===== src/sv/sws_pkg.sv =====
// ----------------------------------------------------------------------------
// sws_pkg
// Sizes, constants and sequencer states of the sliding window statistics block.
// ----------------------------------------------------------------------------
`default_nettype none

package sws_pkg;

	localparam int WINDOW      = 120;
	localparam int SAMPLE_BITS = 24;

	// ring index
	localparam int PTR_BITS = (WINDOW > 1) ? $clog2(WINDOW) : 1;
	// running sum can never overflow: WINDOW * (2^SAMPLE_BITS - 1)
	localparam int SUM_BITS = SAMPLE_BITS + PTR_BITS;

	// scan counter sweeps the ring once
	localparam int CNT_BITS = $clog2(WINDOW + 1);

	// mean = (sum * DIV_MUL) >> DIV_SHIFT, exact for every sum below 2^SUM_BITS
	localparam int DIV_SHIFT     = SUM_BITS + PTR_BITS;
	localparam int DIV_MUL_BITS  = SUM_BITS + 1;
	localparam int DIV_PROD_BITS = SUM_BITS + DIV_MUL_BITS;
	localparam logic [DIV_MUL_BITS-1:0] DIV_MUL = DIV_MUL_BITS'(
		((64'd1 << DIV_SHIFT) + 64'(WINDOW) - 64'd1) / 64'(WINDOW));

	localparam longint unsigned SAMPLE_MAX = (64'd1 << SAMPLE_BITS) - 64'd1;
	localparam longint unsigned MIN_RAW    = 64'd999999;
	localparam logic [SAMPLE_BITS-1:0] MIN_CEIL =
		SAMPLE_BITS'((MIN_RAW > SAMPLE_MAX) ? SAMPLE_MAX : MIN_RAW);

	typedef enum logic [2:0] {
		ST_IDLE,
		ST_SUB,
		ST_ADD,
		ST_SCAN,
		ST_FLUSH,
		ST_DONE
	} sws_state_t;

endpackage

`default_nettype wire


===== src/sv/sliding_window_stats_top.sv =====
// ----------------------------------------------------------------------------
// sliding_window_stats_top
// Minimum (of nonzero samples, capped at MIN_CEIL), maximum and mean over the last WINDOW unsigned samples.
// ----------------------------------------------------------------------------
//
//  channel | signals                               | dir | meaning
//  --------+---------------------------------------+-----+---------------------
//  input   | in_valid, in_ready, sample            | in  | one new sample
//  output  | out_valid, out_ready, window_min/max/ | out | stats over the window
//          | window_avg                            |     | after that sample
//
//  Requests are taken one at a time: the block drops the oldest entry from the
//  sum, stores the sample, sweeps the ring through its single read port,
//  finishes the last compare and scales the sum, waits for the output register
//  to be free, loads it and raises out_valid, and goes back to idle before it
//  takes the next request. The mean is the sum times a fixed reciprocal of
//  WINDOW, taken once after the scan.
//  Reset clears the pointer, the running sum and the per-entry valid bits at
//  once; there is no clearing pass. Stalls on the output hold the result in the
//  output register while the next request is already taken and worked on.
//
`default_nettype none

module sliding_window_stats_top import sws_pkg::*; (
	input  wire logic                   clk,
	input  wire logic                   arst_n,
	input  wire logic                   in_valid,
	output logic                        in_ready,
	input  wire logic [SAMPLE_BITS-1:0] sample,
	output logic                        out_valid,
	input  wire logic                   out_ready,
	output logic      [SAMPLE_BITS-1:0] window_min,
	output logic      [SAMPLE_BITS-1:0] window_max,
	output logic      [SAMPLE_BITS-1:0] window_avg
);

	sws_state_t state_q, state_d;

	// control registers
	logic [PTR_BITS-1:0] wp_q;
	logic [SUM_BITS-1:0] sum_q;
	logic [CNT_BITS-1:0] cnt_q;
	logic                scan_rd_s1;
	logic                out_vld_q;
	logic [WINDOW-1:0]   vld_q;

	// payload registers
	logic [SAMPLE_BITS-1:0] sample_q;
	logic [SAMPLE_BITS-1:0] rd_data_q;
	logic                   rd_vld_q;
	logic [SAMPLE_BITS-1:0] lo_q, hi_q;
	logic [SAMPLE_BITS-1:0] quo_q;
	logic [SAMPLE_BITS-1:0] min_q, max_q, avg_q;

	// ring memory, one write and one registered read per cycle
	logic [SAMPLE_BITS-1:0] ring_mem [WINDOW];

	logic                     in_take;
	logic                     ring_we;
	logic                     out_load;
	logic                     scan_last;
	logic                     scan_rd;
	logic [PTR_BITS-1:0]      rd_addr;
	logic [SAMPLE_BITS-1:0]   entry;
	logic [SUM_BITS-1:0]      sum_new;
	logic [DIV_PROD_BITS-1:0] avg_prod;
	logic [SAMPLE_BITS-1:0]   avg_div;

	// an entry that was never written since reset reads as zero
	assign entry   = rd_vld_q ? rd_data_q : '0;
	assign sum_new = sum_q + SUM_BITS'(sample_q);

	assign scan_last = (cnt_q == CNT_BITS'(WINDOW - 1));
	assign scan_rd   = (state_q == ST_SCAN) && (cnt_q < CNT_BITS'(WINDOW));

	// read the oldest entry while idle, sweep the ring while scanning
	assign rd_addr = (state_q == ST_SCAN) ? cnt_q[PTR_BITS-1:0] : wp_q;

	// divide by WINDOW as a multiply by its reciprocal, then drop the fraction
	assign avg_prod = DIV_PROD_BITS'(sum_q) * DIV_PROD_BITS'(DIV_MUL);
	assign avg_div  = avg_prod[DIV_SHIFT +: SAMPLE_BITS];

	// sequencer
	always_comb begin
		state_d  = state_q;
		in_ready = 1'b0;
		ring_we  = 1'b0;
		out_load = 1'b0;
		case (state_q)
			ST_IDLE: begin
				in_ready = 1'b1;
				if (in_valid) begin
					state_d = ST_SUB;
				end
			end
			ST_SUB: begin
				state_d = ST_ADD;
			end
			ST_ADD: begin
				ring_we = 1'b1;
				state_d = ST_SCAN;
			end
			ST_SCAN: begin
				if (scan_last) begin
					state_d = ST_FLUSH;
				end
			end
			ST_FLUSH: begin
				state_d = ST_DONE;
			end
			ST_DONE: begin
				// hold until the output register is free
				if (!out_vld_q || out_ready) begin
					out_load = 1'b1;
					state_d  = ST_IDLE;
				end
			end
			default: begin
				state_d = ST_IDLE;
			end
		endcase
	end

	assign in_take = in_valid && in_ready;

	always_ff @(posedge clk or negedge arst_n) begin
		if (!arst_n) begin
			state_q    <= ST_IDLE;
			wp_q       <= '0;
			sum_q      <= '0;
			cnt_q      <= '0;
			scan_rd_s1 <= 1'b0;
			out_vld_q  <= 1'b0;
			vld_q      <= '0;
		end else begin
			state_q    <= state_d;
			scan_rd_s1 <= scan_rd;
			// take the oldest entry out of the sum
			if (state_q == ST_SUB) begin
				sum_q <= sum_q - SUM_BITS'(entry);
			end
			// add the new sample, mark its slot and advance the pointer with wrap
			if (ring_we) begin
				sum_q        <= sum_new;
				vld_q[wp_q]  <= 1'b1;
				wp_q         <= (wp_q == PTR_BITS'(WINDOW - 1)) ? '0 : wp_q + 1'b1;
				cnt_q        <= '0;
			end else if (state_q == ST_SCAN) begin
				cnt_q <= cnt_q + 1'b1;
			end
			if (out_load) begin
				out_vld_q <= 1'b1;
			end else if (out_ready) begin
				out_vld_q <= 1'b0;
			end
		end
	end

	always_ff @(posedge clk) begin
		if (ring_we) begin
			ring_mem[wp_q] <= sample_q;
		end
		rd_data_q <= ring_mem[rd_addr];
		rd_vld_q  <= vld_q[rd_addr];
	end

	// shared compare unit and mean scaling
	always_ff @(posedge clk) begin
		if (in_take) begin
			sample_q <= sample;
		end
		if (ring_we) begin
			lo_q <= MIN_CEIL;
			hi_q <= '0;
		end else if (scan_rd_s1 && (entry != '0)) begin
			// compare the entry read in the previous scan cycle
			if (entry < lo_q) begin
				lo_q <= entry;
			end
			if (entry > hi_q) begin
				hi_q <= entry;
			end
		end
		// the sum is settled since the store; scale it once
		if (state_q == ST_FLUSH) begin
			quo_q <= avg_div;
		end
		if (out_load) begin
			min_q <= lo_q;
			max_q <= hi_q;
			avg_q <= quo_q;
		end
	end

	assign out_valid  = out_vld_q;
	assign window_min = min_q;
	assign window_max = max_q;
	assign window_avg = avg_q;

endmodule

`default_nettype wire


===== config.mk =====
export PLATFORM = sky130hd
export DESIGN_NAME = sliding_window_stats_top
export DESIGN_NICKNAME = d
export VERILOG_FILES = /design/src/sv/sws_pkg.sv /design/src/sv/sliding_window_stats_top.sv
export SDC_FILE = /design/constraint.sdc
export NUM_CORES = 2
export LEC_CHECK = 0
export ABC_CLOCK_PERIOD_IN_PS = 5700
export CAP_MARGIN = 20
export CORE_MARGIN = 8
export CORE_UTILIZATION = 30
export DETAILED_ROUTE_END_ITERATION = 7
export DONT_BUFFER_PORTS = 1
export PLACE_DENSITY = 0.47
export SLEW_MARGIN = 20
export SYNTH_ARGS = -nofsm -noshare
export SYNTH_HDL_FRONTEND = slang
export SYNTH_SLANG_ARGS = --single-unit

===== constraint.sdc =====
create_clock -name clk -period 5.7 [get_ports clk]
set_clock_uncertainty 0.1 [all_clocks]
set_input_delay 0.285 -clock clk [delete_from_list [all_inputs] [get_ports clk]]
set_output_delay 0.285 -clock clk [all_outputs]
set_load 0.02 [all_outputs]

==> results by group <==
Final layout
  • Nets: 11806
  • # fillers: 44813
  • Biggest regs: ring_mem x2880, vld_q x120, sum_q x31
  • Largest Register: ring_mem
  • P&R area growth vs syn: 18.2%
  • Share of post-route cells with drive strength above 1: 0.150
  • Number of flip-flops in the largest register: 2880

Worst setup path
  • Required time of the critical path: 6.26 ns
  • CP Launch Type: flip-flop
  • CP Capture Type: flip-flop
  • Delay-heaviest family, CP: adder cells
  • CP max stage delay: 0.55 ns
  • Arrival time worst endpoint: 6.77 ns
  • CP most frequent cell: fa_1
  • Crit path max fanout: 3
  • CP max-delay cell: fa_2
  • CP cell instances: ha_4 -> fa_1 -> inv_1 -> fa_1 -> fa_1 -> fa_1 -> inv_2 -> fa_2 -> ha_4 -> ha_4 -> and3_4 -> buf_4 -> nand4_1 -> buf_4 -> or4_4 -> nor2_4 -> a32oi_2 -> nand2_2 -> and4_1 -> a21bo_2 -> a41o_1 -> xor2_1
  • Critical path type: reg -> reg
  • Number of buffers and inverters on the critical path: 4

Clocking
  • Clock Pin Slew Worst Setup and Hold Paths: 0.06 ns
  • CTS max path bufs: 4
  • Inserted Clock Buffers: 363
  • CTS sink cnt: 3243
  • Clk_lat worst skew: 0.99 ns
  • Htree depth: 5
  • Root Driver: clkbuf_16
  • CTS tree: built

Yosys
  • Synth area leaders: edfxtp_1 65%, nand2_1 7.4%, nand3_1 3.6%
  • EDFF count, synth: 3000
  • Synth Flop Type: edfxtp_1
  • Synth Warn #: 0
  • Synth cell types: 91
  • Post-Syn Area: 139000 µm²
  • Async S/R FF share, synth: 0.0524
  • Post-synth net total: 11283
  • Sequential area share after synthesis: 0.690
  • Avg Cell Area, Syn: 12.9 µm²
  • Yosys reg bits: 3243
  • Syn Inst Count: 10802
  • Yosys top cell area share: 0.649
  • Yosys top cell by area: edfxtp_1

Route
  • Residual DRC: 0
  • Detail Route Antenna Nets: 0
  • Total Wirelength: 486000 µm
  • Initial DRC count: 9989
  • Router iterations before antenna repair: 8
  • Vias per cell: 5.19
  • DR WL/cell: 27.3 µm
  • Vias after detailed routing: 92476

Place
  • GPL Wtd Cong: 0.840
  • HPWL after detailed placement: 299000 µm
  • IO buf count: 0

STA
  • Minimum clock period: 6.21 ns
  • Count of pins over their slew limit: 0
  • Slew at the pin with the worst max-slew slack: 1.17 ns
  • RSZ-0062 raised after global routing: true
  • Period utilisation layout: 1.09
  • Fin Setup TNS: -4.94 ns
  • Final Hold Vio Count: 0
  • Slew headroom: 0.210
  • Final WS setup: -0.515 ns
  • Setup violators final: 18
  • Max Fclk: 0.161 GHz

Floorplanning
  • I/O pins: 102
  • Die height: 696 µm
  • Core area: 462000 µm²
  • Cell row count: 250
  • DIE AREA: 485000 µm²
  • Die width: 696 µm
  • Starting Density: 0.300

GRT
  • Total global-route track usage: 0.193
  • Grt ovf: 0
  • Pin count of the biggest net entering global routing: 140
  • Initial antenna violation count: 44
  • Vias in the first global route: 91207
  • Global-route wire length before repair: 685000 µm

Status
  • Status: complete, but fails checks
  • Failing checks: setup timing

Run
  • Total of max-cap violations: 0

Hold path
  • Worst Hold Class: in -> reg
==> cell usage in the layout, fill, tap and decap left out, types with 168 or more instances in the layout <==
cell	count
a21oi_1	367
a311oi_1	326
and3_1	177
buf_4	655
clkbuf_16	371
dfrtp_1	168
edfxtp_1	3000
ha_1	293
inv_1	281
nand2_1	2746
nand3_1	980
==> cells in the mapped netlist (18+ instances only) <==
| master | count |
|---|---|
| buf_2 | 275 |
| mux4_2 | 60 |
| o22ai_1 | 36 |
| a21o_1 | 53 |
| buf_6 | 18 |
| or2_2 | 123 |
| nand4_1 | 48 |
| buf_4 | 77 |
| nand3_1 | 985 |
| and3_1 | 178 |
| o21ai_0 | 177 |
| nor3_1 | 110 |
| o31ai_1 | 18 |
| and2_1 | 26 |
| a21boi_0 | 26 |
| o211ai_1 | 26 |
| clkbuf_1 | 232 |
| buf_1 | 55 |
| inv_1 | 295 |
| dfxtp_1 | 73 |
| fa_1 | 119 |
| nor2_1 | 246 |
| a311oi_1 | 327 |
| a21oi_1 | 380 |
| nand2_1 | 2754 |
| mux2i_1 | 134 |
| xnor2_1 | 40 |
| dfrtp_1 | 170 |
| ha_1 | 334 |
| a31oi_1 | 104 |
| xor2_1 | 30 |
| o221ai_1 | 51 |
| edfxtp_1 | 3000 |
==> metrics by stage <==
step	worst slack (ns)	util	cell area [µm²]	hold WS (ns)	cells
2_1_floorplan	-0.0338	-	139000	-0.111	10802
3_3_place_gp	-0.707	0.326	151000	-0.0651	17033
3_5_place_dp	-0.714	0.326	151000	-0.0642	17045
4_1_cts	-0.570	0.354	164000	0.0434	17789
5_1_grt	-0.649	0.355	164000	0.0923	17807
6_report	-0.515	0.355	164000	0.124	17815
==> logic make-up (layout without fill, tap and decap cells) <==
| family | Yosys count | in the layout | share of synthesized area |
|---|---|---|---|
| buffers and inverters | 954 | 1782 | 0.0314 |
| other | 0 | 11 | 0 |
| adders and majority gates | 453 | 453 | 0.0473 |
| xor gates and xnor gates | 70 | 70 | 0.00442 |
| muxes | 206 | 206 | 0.0206 |
| AOI/OAI and AO/OA | 1326 | 1326 | 0.0648 |
| and+or+nand+nor | 4550 | 4550 | 0.142 |
| DFF | 3243 | 3243 | 0.690 |
==> timing repair <==
item	in CTS	in global routing
pin swaps	45	59
hold buffers	55	0
gates resized for setup	77	70
hold endpoints to repair	237	0
setup buffers	21	10
setup endpoints to repair	24	23
==> cell type report <==
type,count,area (µm²),share of cell area
tap,6174,7720,0.0470
timing repair buffer,816,7550,0.0460
inverter,296,1110,0.00677
clock inverter,178,1620,0.00987
clock buffer,492,9940,0.0605
sequential,3243,95800,0.583
antenna,11,27.5,0.000168
multi-input combinational,6605,40400,0.246
==> worst min-delay path: stages <==
cell and delay [ns]:
dlygate4sd3_1 0.63, nand2b_1 0.17, nand2_1 0.06
==> routing by layer <==
layer  vias to the layer above  global-route usage  part of all wire  wire length (µm)
li1                      40640                   -                 -                 -
met1                     47227               0.266              0.43            208000
met2                      3810               0.312              0.46            222000
met3                       789              0.0293             0.074             35800
met4                        10              0.0681             0.040             19600
met5                         -                   0           0.00013                64
==> final timing paths <==
kind / end / start / cells after the start / slack [ns]
hold reg to reg: window_avg[5] / quo_q[5] / 0 / 0.32
hold / removal: out_valid / out_ready / 3 / 0.12
setup reg to reg: quo_q[21] / sum_q[30] / 22 / -0.51
min in group asynchronous: vld_q[62] / arst_n / 3 / 0.38
setup / recovery: quo_q[21] / sum_q[30] / 22 / -0.51
max in group asynchronous: vld_q[68] / arst_n / 4 / 3.99
Power is left out: the tool's default activity adds up to more than one toggle a clock period on the data nets, which glitch-free logic cannot reach.
